File: src/rtl/bbc_pkg.sv
`default_nettype none

package bbc_pkg;

	// Stack geometry
	localparam int STACK_DEPTH = 128;
	localparam int LEVEL_W     = $clog2(STACK_DEPTH + 1);
	localparam int ADDR_W      = $clog2(STACK_DEPTH);

	// Op queue between front and back; depth must be a power of two
	localparam int QUEUE_DEPTH = 2;
	localparam int QPTR_W      = $clog2(QUEUE_DEPTH);
	localparam int QCNT_W      = $clog2(QUEUE_DEPTH + 1);

	localparam int CHAR_W = 8;
	typedef logic [CHAR_W-1:0] char_t;

	localparam char_t CH_NUL    = 8'h00;
	localparam char_t CH_LROUND = 8'h28; // (
	localparam char_t CH_RROUND = 8'h29; // )
	localparam char_t CH_LSQUARE = 8'h5b; // [
	localparam char_t CH_RSQUARE = 8'h5d; // ]
	localparam char_t CH_LCURLY = 8'h7b; // {
	localparam char_t CH_RCURLY = 8'h7d; // }

	typedef logic [1:0] kind_t;
	localparam kind_t KIND_ROUND  = 2'd0;
	localparam kind_t KIND_SQUARE = 2'd1;
	localparam kind_t KIND_CURLY  = 2'd2;

	typedef enum logic [1:0] {
		OP_OPEN,
		OP_CLOSE,
		OP_END
	} op_code_t;

	typedef struct packed {
		op_code_t code;
		kind_t    kind;
	} op_t;

	// Front -> queue
	typedef struct packed {
		logic valid;
		op_t  op;
	} q_push_t;

	// Queue -> back
	typedef struct packed {
		logic valid;
		op_t  op;
	} q_head_t;

	// Back -> top, for checking
	typedef struct packed {
		logic [LEVEL_W-1:0] level;
		logic               err;
		logic               end_taken;
	} back_status_t;

endpackage

`default_nettype wire

File: src/rtl/bbc_if.sv
`default_nettype none


interface bbc_verdict_if import bbc_pkg::*; ();
	logic valid;
	logic ready;
	logic balanced;

	modport source (output valid, output balanced, input ready);
	modport sink   (input valid, input balanced, output ready);
endinterface

`default_nettype wire

File: src/rtl/bbc_ram.sv
`default_nettype none

module bbc_ram #(
	parameter int WIDTH = 2,
	parameter int DEPTH = 128
) (
	input  logic                     clk,
	input  logic                     we,
	input  logic [$clog2(DEPTH)-1:0] waddr,
	input  logic [WIDTH-1:0]         wdata,
	input  logic [$clog2(DEPTH)-1:0] raddr,
	output logic [WIDTH-1:0]         rdata
);

	logic [WIDTH-1:0] mem_q [DEPTH];

	// read returns the old contents on a same-address write
	always_ff @(posedge clk) begin
		if (we) begin
			mem_q[waddr] <= wdata;
		end
		rdata <= mem_q[raddr];
	end

endmodule

`default_nettype wire

File: src/rtl/bbc_back.sv
`default_nettype none

module bbc_back import bbc_pkg::*; (
	input  logic                 clk,
	input  logic                 arst_n,
	input  q_head_t              head,
	output logic                 pop,
	bbc_verdict_if.source        verdict,
	output back_status_t         status
);

	// top of stack lives in top_q; RAM holds entries below it
	logic [LEVEL_W-1:0] level_q;
	logic               err_q;
	kind_t              top_q;
	logic               fwd_q;
	kind_t              fwd_data_q;
	logic               out_valid_q;
	logic               balanced_q;

	logic [LEVEL_W-1:0] level_d;
	logic               err_d;
	kind_t              top_d;
	logic               we;
	logic [ADDR_W-1:0]  waddr;
	logic [ADDR_W-1:0]  raddr;
	kind_t              rdata;
	kind_t              below;
	logic               end_take;

	assign below    = fwd_q ? fwd_data_q : rdata;
	assign pop      = head.valid &&
	                  (head.op.code != OP_END || !out_valid_q || verdict.ready);
	assign end_take = pop && head.op.code == OP_END;
	assign waddr    = ADDR_W'(level_q - LEVEL_W'(1));
	assign raddr    = ADDR_W'(level_d - LEVEL_W'(2));

	always_comb begin
		level_d = level_q;
		err_d   = err_q;
		top_d   = top_q;
		we      = 1'b0;
		if (pop) begin
			unique case (head.op.code)
				OP_OPEN: begin
					if (level_q < LEVEL_W'(STACK_DEPTH)) begin
						we      = (level_q != '0);
						top_d   = head.op.kind;
						level_d = level_q + LEVEL_W'(1);
					end else begin
						err_d = 1'b1;
					end
				end
				OP_CLOSE: begin
					if (level_q != '0 && top_q == head.op.kind) begin
						top_d   = below;
						level_d = level_q - LEVEL_W'(1);
					end else begin
						err_d = 1'b1;
					end
				end
				OP_END: begin
					level_d = '0;
					err_d   = 1'b0;
				end
				default: ;
			endcase
		end
	end

	bbc_ram #(
		.WIDTH ($bits(kind_t)),
		.DEPTH (STACK_DEPTH)
	) u_stack (
		.clk   (clk),
		.we    (we),
		.waddr (waddr),
		.wdata (top_q),
		.raddr (raddr),
		.rdata (rdata)
	);

	always_ff @(posedge clk or negedge arst_n) begin
		if (!arst_n) begin
			level_q     <= '0;
			err_q       <= 1'b0;
			fwd_q       <= 1'b0;
			out_valid_q <= 1'b0;
		end else begin
			level_q <= level_d;
			err_q   <= err_d;
			fwd_q   <= we;
			if (end_take) begin
				out_valid_q <= 1'b1;
			end else if (verdict.ready) begin
				out_valid_q <= 1'b0;
			end
		end
	end

	always_ff @(posedge clk) begin
		top_q      <= top_d;
		fwd_data_q <= top_q;
		if (end_take) begin
			balanced_q <= !err_q && (level_q == '0);
		end
	end

	assign verdict.valid    = out_valid_q;
	assign verdict.balanced = balanced_q;

	assign status.level     = level_q;
	assign status.err       = err_q;
	assign status.end_taken = end_take;

endmodule

`default_nettype wire

File: src/flat_wrapper.sv
// flat-port wrapper written by rule: the top's interface ports become plain ports
module bbc_back_flat import bbc_pkg::*;
  (clk, arst_n, head, pop, status, verdict_valid, verdict_balanced, verdict_ready);
  bbc_verdict_if verdict_i ();
  input  logic clk;
  input  logic arst_n;
  input  q_head_t head;
  output logic pop;
  output back_status_t status;
  output wire logic [$bits(verdict_i.valid)-1:0] verdict_valid;
  output wire logic [$bits(verdict_i.balanced)-1:0] verdict_balanced;
  input wire logic [$bits(verdict_i.ready)-1:0] verdict_ready;
  assign verdict_valid = verdict_i.valid;
  assign verdict_balanced = verdict_i.balanced;
  assign verdict_i.ready = verdict_ready;
  bbc_back u_core (.clk(clk), .arst_n(arst_n), .head(head), .pop(pop), .verdict(verdict_i), .status(status));
endmodule
File: config.mk
export PLATFORM = sky130hd
export DESIGN_NAME = bbc_back_flat
export DESIGN_NICKNAME = d
export VERILOG_FILES = /design/src/rtl/bbc_pkg.sv /design/src/rtl/bbc_if.sv /design/src/rtl/bbc_ram.sv /design/src/rtl/bbc_back.sv /design/src/flat_wrapper.sv
export SDC_FILE = /design/constraint.sdc
export NUM_CORES = 1
export LEC_CHECK = 0
export BUFFER_PORTS_ARGS = -buffer_cell sky130_fd_sc_hd__buf_4
export CAP_MARGIN = 20
export CELL_PAD_IN_SITES_DETAIL_PLACEMENT = 0
export CELL_PAD_IN_SITES_GLOBAL_PLACEMENT = 1
export CORE_UTILIZATION = 35
export CTS_CLUSTER_SIZE = 10
export DETAILED_ROUTE_END_ITERATION = 12
export PLACE_DENSITY_LB_ADDON = 0.1
export SETUP_SLACK_MARGIN = 0.2
export SLEW_MARGIN = 40
export SYNTH_ARGS = -nofsm -noshare
export SYNTH_HDL_FRONTEND = slang
export SYNTH_SLANG_ARGS = --single-unit
export TNS_END_PERCENT = 30
File: constraint.sdc
create_clock -name clk -period 10.9 [get_ports clk]
set_clock_uncertainty 0.1 [all_clocks]
set_input_delay 2.18 -clock clk [delete_from_list [all_inputs] [get_ports clk]]
set_output_delay 2.18 -clock clk [all_outputs]
set_load 0.005 [all_outputs]
Yosys cells after proc, flatten, opt, wreduce, memory -nomap -nowiden:

Memory sizes are Yosys's and may differ from the RTL's. A register that Yosys moved wholly into a read port is not among the register bits.
Index checks and enable logic that the tools add are counted.

* memories kept: 1
* word-level logic and storage cells: 54
* memory bits (writable): 256
* output and inout bits: 13
* bits of input ports: 8
* register bits: 16

* multiplexer cells: 18
* reduce and logical (&&, ||, !) cells: 16
* add/subtract/negate cells: 3
* order comparisons: 1
* equal/unequal tests: 8

Memories
* u_core.u_stack.mem_q: depth 128, bits a word 2, rd ports 1, clocked after Yosys merged registers in 1, write ports 1, line bbc_ram.sv:15 `logic [WIDTH-1:0] mem_q [DEPTH];`

Operator list (number)
* two-way mux 8 bit: 3
* one-hot mux 8 bit (3 select lines): 1
* two-way mux 1 bit: 9
* adder 8 x 1 -> 8 bit, second input constant: 1
* logical NOT 8 bit: 1
* less-than comparator 8 bit, second input constant: 1
* AND reduction 4 bit: 2
* nonzero test 8 bit: 1
* subtractor 8 x 1 -> 8 bit, second input constant: 1
* subtractor 7 x 2 -> 7 bit, second input constant: 1
* two-way mux 2 bit: 3
* != test 2 bit, second input constant: 3
* logical AND 1 bit: 4
* != test 2 x 1 -> 1 bit, second input constant: 2
* one-hot mux 2 bit (2 select lines): 1
* nonzero test 2 bit: 2
* one-hot mux 1 bit (3 select lines): 1
* nonzero test 3 bit: 1
* equality test 2 x 1 -> 1 bit, second input constant: 1
* equality test 2 bit: 1
* equality test 2 bit, second input constant: 1
* logical NOT 1 bit: 2
* logical NOT 2 bit: 1
* logical OR 1 bit: 2

Depth between registers and ports, before layout:

Gate-level depths: netlist of run 1.

* word-level depth: 7
* depth in mapped cells: 24
* mapped depth without buffers: 18

Hierarchy:

Synthesis of run 1 repeated with hierarchy kept, for this count alone.

* cells, all modules: 755
* area, all modules: 11867.6 µm²

By module, submodules not included
* bbc_ram: sequential area each 7727.4 µm², area an instance 10612.7 µm², cells each 611, times used 1
* bbc_back: sequential area each 405.4 µm², area an instance 1255.0 µm², cells each 144, times used 1

Worst setup path after synthesis of run 1:

Ideal clock, no wire load.

* path kind: in2reg
* start: input head[3] (netlist name)
* end: register u_core.u_stack.rdata[0], read port of u_core.u_stack.mem_q
* data required time: 10.697 ns
* stages on the path: 21
* setup slack: 4.353 ns
* setup time: 0.103 ns
* data arrival time: 6.344 ns
* path through: nand2b_1 -> clkbuf_1 -> nor3_1 -> and4b_1 -> or4_1 -> buf_6 -> clkinv_8 -> clkbuf_1 -> buf_1 -> ha_1 -> inv_1 -> o31a_1 -> o211ai_1 -> clkbuf_1 -> clkbuf_1 -> nand2_1 -> nand3_1 -> nand4_1 -> nand4_1 -> o22ai_1 -> a2111oi_2

* longest elaborated chain between the ends: 6
* elaborated cells on any way between the ends: 10
* classes of those cells: add/sub (1); eq/ne (3); mux (2); reduce/logical (4)

RTL lines
* from (decl): line flat_wrapper.sv:7 `input q_head_t head;`
* != test 2 bit: line bbc_back.sv:33 `(head.op.code != OP_END || !out_valid_q || verdict.ready);`
* logical OR 1 bit (2 in a row): line bbc_back.sv:33
* logical AND 1 bit: line bbc_back.sv:32 `assign pop = head.valid &&`
* two-way mux 8 bit *: line bbc_back.sv:43 `if (pop) begin`
* subtractor 7 x 2 -> 7 bit *: line bbc_back.sv:36 `assign raddr = ADDR_W'(level_d - LEVEL_W'(2));`
* to (decl): line bbc_ram.sv:12 `output logic [WIDTH-1:0] rdata`

Every way passes the cells marked *; elsewhere a longest branch is shown, timed or not.
A chain may end at the register's enable or synchronous reset.

Worst setup path after layout of run 1:

Same ends and word-level chain as after synthesis.

==> results of run 1 <==
## metrics by stage
step	hold WS [ns]	area, sq um
6_report	0.436	13900
5_1_grt	0.461	13900
4_1_cts	0.444	13900
3_5_place_dp	0.431	12900
3_3_place_gp	0.419	12900
2_1_floorplan	0.389	12300
## state kept, by name, indices dropped and copies added, names as in the netlist
| signal | flops |
|---|---|
| u_core.fwd_data_q | 2 |
| u_core.verdict.balanced | 1 |
| u_core.u_stack.rdata | 2 |
| u_core.fwd_q | 1 |
| u_core.u_stack.mem_q | 256 |
| u_core.err_q | 1 |
| u_core.verdict.valid | 1 |
| u_core.level_q | 8 |
| u_core.top_q | 2 |
## cell usage after synthesis, drive strengths merged, types with 4 or more instances
cell,count,share of area [%]
nor4,7,0.48
o21ai,21,0.86
a22oi,5,0.31
nor2b,5,0.25
nand2b,5,0.25
nand2,222,6.8
inv,11,0.34
clkbuf,44,1.3
nor3,14,0.57
and2,4,0.20
or4,4,0.31
a211oi,5,0.31
a31oi,17,0.87
xor2,6,0.43
a32o,4,0.33
buf,20,0.91
o31ai,4,0.24
nand4,12,0.61
a311oi,16,1.1
edfxtp,259,63
o211ai,8,0.49
nor2,159,4.9
a21oi,22,0.90
xnor2,7,0.56
dfrtp,11,2.2
nand3,46,2.0
dfxtp,4,0.65
mux4,6,1.1
o22ai,5,0.25
o31a,4,0.29
mux2i,27,2.2
and3,19,0.97
## power by group through the flow
stage / Clock (W) / Sequential, W / Combinational (W)
2_1_floorplan: 0 / 0.00123 / 0.00121
3_3_place_gp: 0 / 0.00125 / 0.00188
3_5_place_dp: 0 / 0.00125 / 0.00189
4_1_cts: 0.00104 / 0.00123 / 0.00190
5_1_grt: 0.00108 / 0.00123 / 0.00204
6_report: 0.00102 / 0.00123 / 0.00188
## worst paths after layout
kind,depth (start not counted),endpoint
min in group asynchronous,1,u_core.err_q
max in group asynchronous,1,u_core.level_q[4]
worst max register to register,19,u_core.u_stack.rdata[0]
worst min register to register,1,u_core.err_q
worst max-delay path,18,u_core.u_stack.rdata[0]
worst min-delay path,1,u_core.err_q
## critical path, cell delays in order
cell	delay (ns)
buf_4	0.13
nand2b_1	0.27
nor3_1	0.64
and4b_1	0.27
or4_1	0.10
buf_4	0.40
clkinv_8	0.27
ha_1	0.50
inv_1	0.20
o31a_1	0.18
o211a_2	0.43
buf_4	0.60
nor2_1	0.23
a32o_1	0.28
or4_4	0.48
o2111ai_2	0.10
o22ai_1	0.13
a2111oi_2	0.30
## routing by layer
layer / GRT usage, % / vias to the layer above / routed length (microns)
met3: 3.04 / 66 / 1610
met5: 0 / - / 26
met1: 28.6 / 4189 / 16600
li1: - / 3872 / -
met2: 34.0 / 189 / 17400
met4: 6.67 / 4 / 974
## area by class of cell
type,count,area [sq um],area share [%]
sequential,274,8130,58.6
multi-input combinational,700,3830,27.6
clock buffer,43,916,6.60
tap,455,569,4.11
timing repair buffer,40,308,2.22
inverter,12,57.6,0.415
clock inverter,5,50.0,0.361
## logic make-up (layout without fill, tap and decap cells)
| family | Yosys count | after routing | share of synthesized area, % |
|---|---|---|---|
| AND/OR/NAND/NOR | 508 | 508 | 18.0 |
| flip-flops | 274 | 274 | 66.3 |
| AO/OA/AOI/OAI | 140 | 140 | 8.15 |
| buffers and inverters | 76 | 100 | 2.72 |
| multiplexers | 36 | 36 | 3.58 |
| XOR/XNOR | 13 | 13 | 0.989 |
| adder cells (fa/ha/maj) | 3 | 3 | 0.306 |
## cell usage in the layout, fill, tap and decap left out, types with 7 or more instances in the layout
| master | netlist | final |
|---|---|---|
| nand4_1 | 12 | 12 |
| clkbuf_16 | 0 | 35 |
| o211ai_1 | 8 | 8 |
| nand2_1 | 222 | 219 |
| clkbuf_1 | 44 | 7 |
| dfrtp_1 | 11 | 11 |
| nor2_1 | 159 | 158 |
| nor3_1 | 14 | 14 |
| a31oi_1 | 17 | 17 |
| a21oi_1 | 22 | 22 |
| nand3_1 | 45 | 45 |
| edfxtp_1 | 259 | 259 |
| a311oi_1 | 16 | 16 |
| and3_1 | 19 | 19 |
| o21ai_0 | 21 | 21 |
| inv_1 | 11 | 10 |
| mux2i_1 | 27 | 27 |
| buf_4 | 2 | 38 |
==> out/metrics.csv, run 1 <==
stage,metric,value,unit
outcome,status,completed,
final_layout,drive_above_1_share,10.1,%
power,p_seq_share,29.7,%
sta,rsz0062_at_grt,false,
worst_setup_path,regToRegStartpoint,u_core.level_q[0],
global_route,grt_max_degree,81,
clock_tree,numCtsBuffers,34,
drt,ant_nets,0,
logic_synthesis,syn-instance-count,1050,
sta,worst_pin_slew,0.793,ns
power,cellLeakagePower,4.62,nW
power,pwr-share-comb,45.5,%
run,maxCapViolCount,0,
final_layout,nNetsFinal,1073,
logic_synthesis,synth-seq-cells,274,
power,powerDensity,298,nW/um^2
drt,routedWlPerCell,23.9,microns
clock_tree,cts_sinks,274,
clock_tree,clockRootBuffer,clkbuf_16,
placed_design,dp_cells,1481,
clock_tree,postCtsHoldBufs,0,
placed_design,hpwl,21800,microns
power,switching_share,43.3,%
worst_setup_path,end_kind,flop,
logic_synthesis,synth.avg_cell_area,11.7,sq um
logic_synthesis,yosysSeqAreaShare,66.3,%
drt,vias_per_cell,5.44,
sta,finalHoldViolations,0,
power,clkPwrFrac,24.7,%
sta,period_share,68.7,%
logic_synthesis,synthArstFlopShare,4.01,%
drt,drt_iter0_markers,550,
logic_synthesis,synth_edf_count,259,
logic_synthesis,syn_nets,1061,
clock_tree,htreeDepth,2,
die,dieArea,35800,sq um
clock_tree,clockBufferDepth,3,
drt,wirelength,36600,microns
sta,fmax,0.134,GHz
power,p_switching,0.00179,W
sta,relSlewSlack,47.1,%
placed_design,routabilityCongestion,0.798,
final_layout,post-route-util,40.1,%
global_route,grt_usage,20.9,%
die,ios,21,
sta,fin_ws,3.42,ns
global_route,grt_pass1_wl,55000,microns
logic_synthesis,synth_area,12300,sq um
global_route,grt_pass1_vias,8544,
sta,tns,0,ns
final_layout,antenna_cells,0,
die,initial_core_util,35.5,%
logic_synthesis,ys.flop_type,edfxtp_1,
die,dieHeight,189,microns
global_route,antenna_found_initial,2,
clock_tree,clk_transition_reported_paths,0.06,ns
final_layout,fill_cells,3436,
die,core-area,34500,sq um
sta,finalMaxSlewViolations,0,
worst_setup_path,rrSetupSlack,4.11,ns
logic_synthesis,ys_warn_count,0,
hold_path,hp-start,u_core.err_q,
power,vdd_drop_max,201,uV
die,num_rows,68,
worst_setup_path,startpoint,head[3],
drt,num_vias,8320,
clock_tree,clock_latency,0.50,ns
drt,drc,0,
worst_setup_path,start_kind,input pin,
clock_tree,post_cts_resized,0,
final_layout,area_growth,13.0,%
worst_setup_path,cp_max_fo,46,
power,power.internal,0.00234,W
worst_setup_path,critPathArrivalTime,7.79,ns
worst_setup_path,worst_ep_required_time,11.20,ns
clock_tree,postCtsSetupRepairBufs,0,
logic_synthesis,synth_cell_types,67,
placed_design,post-place-ws,2.96,ns
hold_path,hp-class,reg -> reg,
global_route,grt_overflow,0,
power,finalPower,0.00413,W
drt,firstDrtPassIters,5,
worst_setup_path,critPathKind,in -> reg,
sta,period_needed,7.48,ns
final_layout,fin_cells,1529,
die,die_w,189,microns
sta,setup_viol,0,
clock_tree,cts_tree,built,
placed_design,io_buffers,20,
Power figures use the tool's default switching activity.
==> run 2: changes to the inputs <==
==> constraint.sdc (replaced) <==
create_clock -name clk -period 6.6 [get_ports clk]
set_clock_uncertainty 0.1 [all_clocks]
set_input_delay 1.32 -clock clk [delete_from_list [all_inputs] [get_ports clk]]
set_output_delay 1.32 -clock clk [all_outputs]
set_load 0.005 [all_outputs]
==> run 2 against run 1 <==
  * Global-route usage increased by 0.12 points
  * Clock-buffer cell count increased by 6
  * Non-clock buffer count increased by 11
  * Worst hold slack got worse by 0.0072 ns
  * Wire length increased by 1.2%
  * Die area unchanged
  * Combinational power increased by 69%
  * Critical endpoint unchanged
  * Highest routed layer is now met4
==> out/metrics.csv, run 2 (same netlist as run 1, synthesis figures left out) <==
stage,metric,value,unit,change
outcome,status,completed,,
sta,fmax,0.169,GHz,
die,dieArea,35800,sq um,unchanged
clock_tree,htreeDepth,2,,unchanged
clock_tree,numCtsBuffers,35,,+2.9%
run,maxCapViolCount,0,,unchanged
hold_path,min_path_cells,1,,unchanged
die,ios,21,,unchanged
worst_setup_path,end_kind,flop,,
final_layout,antenna_cells,0,,unchanged
drt,vias_per_cell,5.44,,about the same
final_layout,nNetsFinal,1085,,+1.1%
die,initial_core_util,35.5,%,unchanged
clock_tree,clock_latency,0.51,ns,about the same
drt,num_vias,8411,,+1.1%
die,num_rows,68,,unchanged
sta,period_share,89.7,%,
worst_setup_path,start_kind,flop,,
worst_setup_path,regToRegStartpoint,u_core.level_q[1],,
power,cellLeakagePower,4.66,nW,+1.0%
worst_setup_path,worstRegToRegCells,18,,-1
hold_path,hp-class,reg -> reg,,
sta,period_needed,5.92,ns,
clock_tree,cts_sinks,274,,unchanged
drt,firstDrtPassIters,5,,unchanged
final_layout,largestRegisters,"u_core.u_stack.mem_q: 256 flops, u_core.level_q: 8 flops",,
sta,finalHoldViolations,0,,unchanged
sta,tns,0,ns,unchanged
final_layout,top_register,u_core.u_stack.mem_q,,
sta,relSlewSlack,43.4,%,-3.7 points
sta,worst_pin_slew,0.846,ns,+0.0529 ns
global_route,grt_overflow,0,,unchanged
clock_tree,postCtsHoldBufs,0,,unchanged
die,die_w,189,microns,unchanged
global_route,grt_usage,21.0,%,+0.12 points
global_route,grt_max_degree,113,,+40%
sta,rsz0062_at_grt,false,,
placed_design,routabilityCongestion,0.840,,+5.3%
die,dieHeight,189,microns,unchanged
power,powerDensity,491,nW/um^2,+65%
clock_tree,clk_transition_reported_paths,0.05,ns,about the same
drt,drc,0,,unchanged
global_route,antenna_found_initial,0,,-2
final_layout,largest_reg_flops,256,,unchanged
placed_design,hpwl,22900,microns,+5.1%
final_layout,area_growth,13.5,%,
global_route,grt_pass1_vias,8592,,+0.56%
worst_setup_path,cp_max_fo,33,,-28%
drt,ant_nets,0,,unchanged
clock_tree,post_cts_resized,0,,unchanged
hold_path,hp-start,u_core.err_q,,
drt,wirelength,37000,microns,+1.2%
clock_tree,clockBufferDepth,3,,unchanged
worst_setup_path,critPathArrivalTime,6.21,ns,-1.58 ns
power,vdd_drop_max,321,uV,+60%
sta,finalMaxSlewViolations,0,,unchanged
drt,routedWlPerCell,24.0,microns,+0.14%
final_layout,final_common_cell,edfxtp_1,,
global_route,grt_pass1_wl,55400,microns,+0.77%
drt,drt_iter0_markers,694,,+26%
sta,hold_slack,0.429,ns,-0.00724 ns
worst_setup_path,rrSetupSlack,0.68,ns,-3.43 ns
clock_tree,cts_tree,built,,
die,core-area,34500,sq um,unchanged
placed_design,io_buffers,20,,unchanged
worst_setup_path,critPathKind,reg -> reg,,
clock_tree,postCtsSetupRepairBufs,0,,unchanged
final_layout,final_cell_mix,"259 x edfxtp_1, 220 x nand2_1, 159 x nor2_1",,
worst_setup_path,worst_ep_required_time,6.89,ns,-4.31 ns
clock_tree,clockRootBuffer,clkbuf_16,,
final_layout,drive_above_1_share,10.6,%,+0.59 points
hold_path,hold_end,u_core.err_q,,
worst_setup_path,r2r_end,u_core.u_stack.rdata[0],,
sta,setup_viol,0,,unchanged
-- run 2: cell types whose count changed in the layout (fill, tap and decap cells not counted), moves of 2 or more --
cell | previous run | this run
buf_4 | 38 | 49
clkbuf_1 | 7 | 14
clkinv_1 | 3 | 1
clkinv_2 | 0 | 2
-- run 2: routing by layer --
metal | wire length (microns) | vias to the layer above | global-route usage [%]
met5 | 0 | - | 0
met4 | 834 | 0 | 6.33
met3 | 1520 | 58 | 2.80
met2 | 18000 | 189 | 35.0
met1 | 16700 | 4268 | 28.3
li1 | - | 3896 | -
-- run 2: cell type report --
cell class	count	area, sq um
clock buffers	49	928
multi-input cells	700	3820
flip-flops and latches	274	8130
clock inverters	4	22.5
well taps	455	569
repair buffers	51	393
fillers	3414	20600
inverters	12	57.6
-- run 2: critical path, stage by stage, from the launching register on --
cell	delay (ns)
dfrtp_1	0.44
inv_1	0.18
ha_1	0.37
nand2b_1	0.16
or3_1	0.54
and4b_1	0.26
or4_1	0.65
clkinv_8	0.08
ha_1	0.38
inv_1	0.16
o31a_1	0.34
o211ai_1	0.25
buf_4	0.46
nor3_1	0.08
a2111oi_0	0.42
nor4_1	0.11
a211oi_1	0.31
o22ai_1	0.21
a2111oi_2	0.32
-- run 2: worst max-delay path by stage --
stage / endpoint / from
finish: u_core.u_stack.rdata[0] / u_core.level_q[1]
global route: u_core.u_stack.rdata[0] / u_core.level_q[1]
CTS: u_core.u_stack.rdata[0] / u_core.level_q[1]
detailed placement: u_core.u_stack.rdata[0] / head[3]
global placement: u_core.u_stack.rdata[0] / head[3]
floorplan: u_core.u_stack.rdata[0] / u_core.top_q[1]
-- run 2: report_power, final --
group | total, W | internal, W | switching, W
Clock | 0.00164 | 0.000969 | 0.000676
Sequential | 0.00201 | 0.00196 | 0.0000578
Combinational | 0.00318 | 0.000946 | 0.00223
Total | 0.00684 | 0.00387 | 0.00296
-- run 2: per-stage QoR --
step / util [%] / area [sq um] / power, W / instances / setup WS [ns]
3_5_place_dp: 37.6 / 13000 / 0.00523 / 1492 / 0.574
5_1_grt: 40.3 / 13900 / 0.00720 / 1545 / 0.253
3_3_place_gp: 37.5 / 13000 / 0.00523 / 1492 / 0.716
4_1_cts: 40.3 / 13900 / 0.00690 / 1545 / 0.768
6_report: 40.3 / 13900 / 0.00684 / 1545 / 0.679
2_1_floorplan: - / 12300 / 0.00403 / 1050 / 0.455
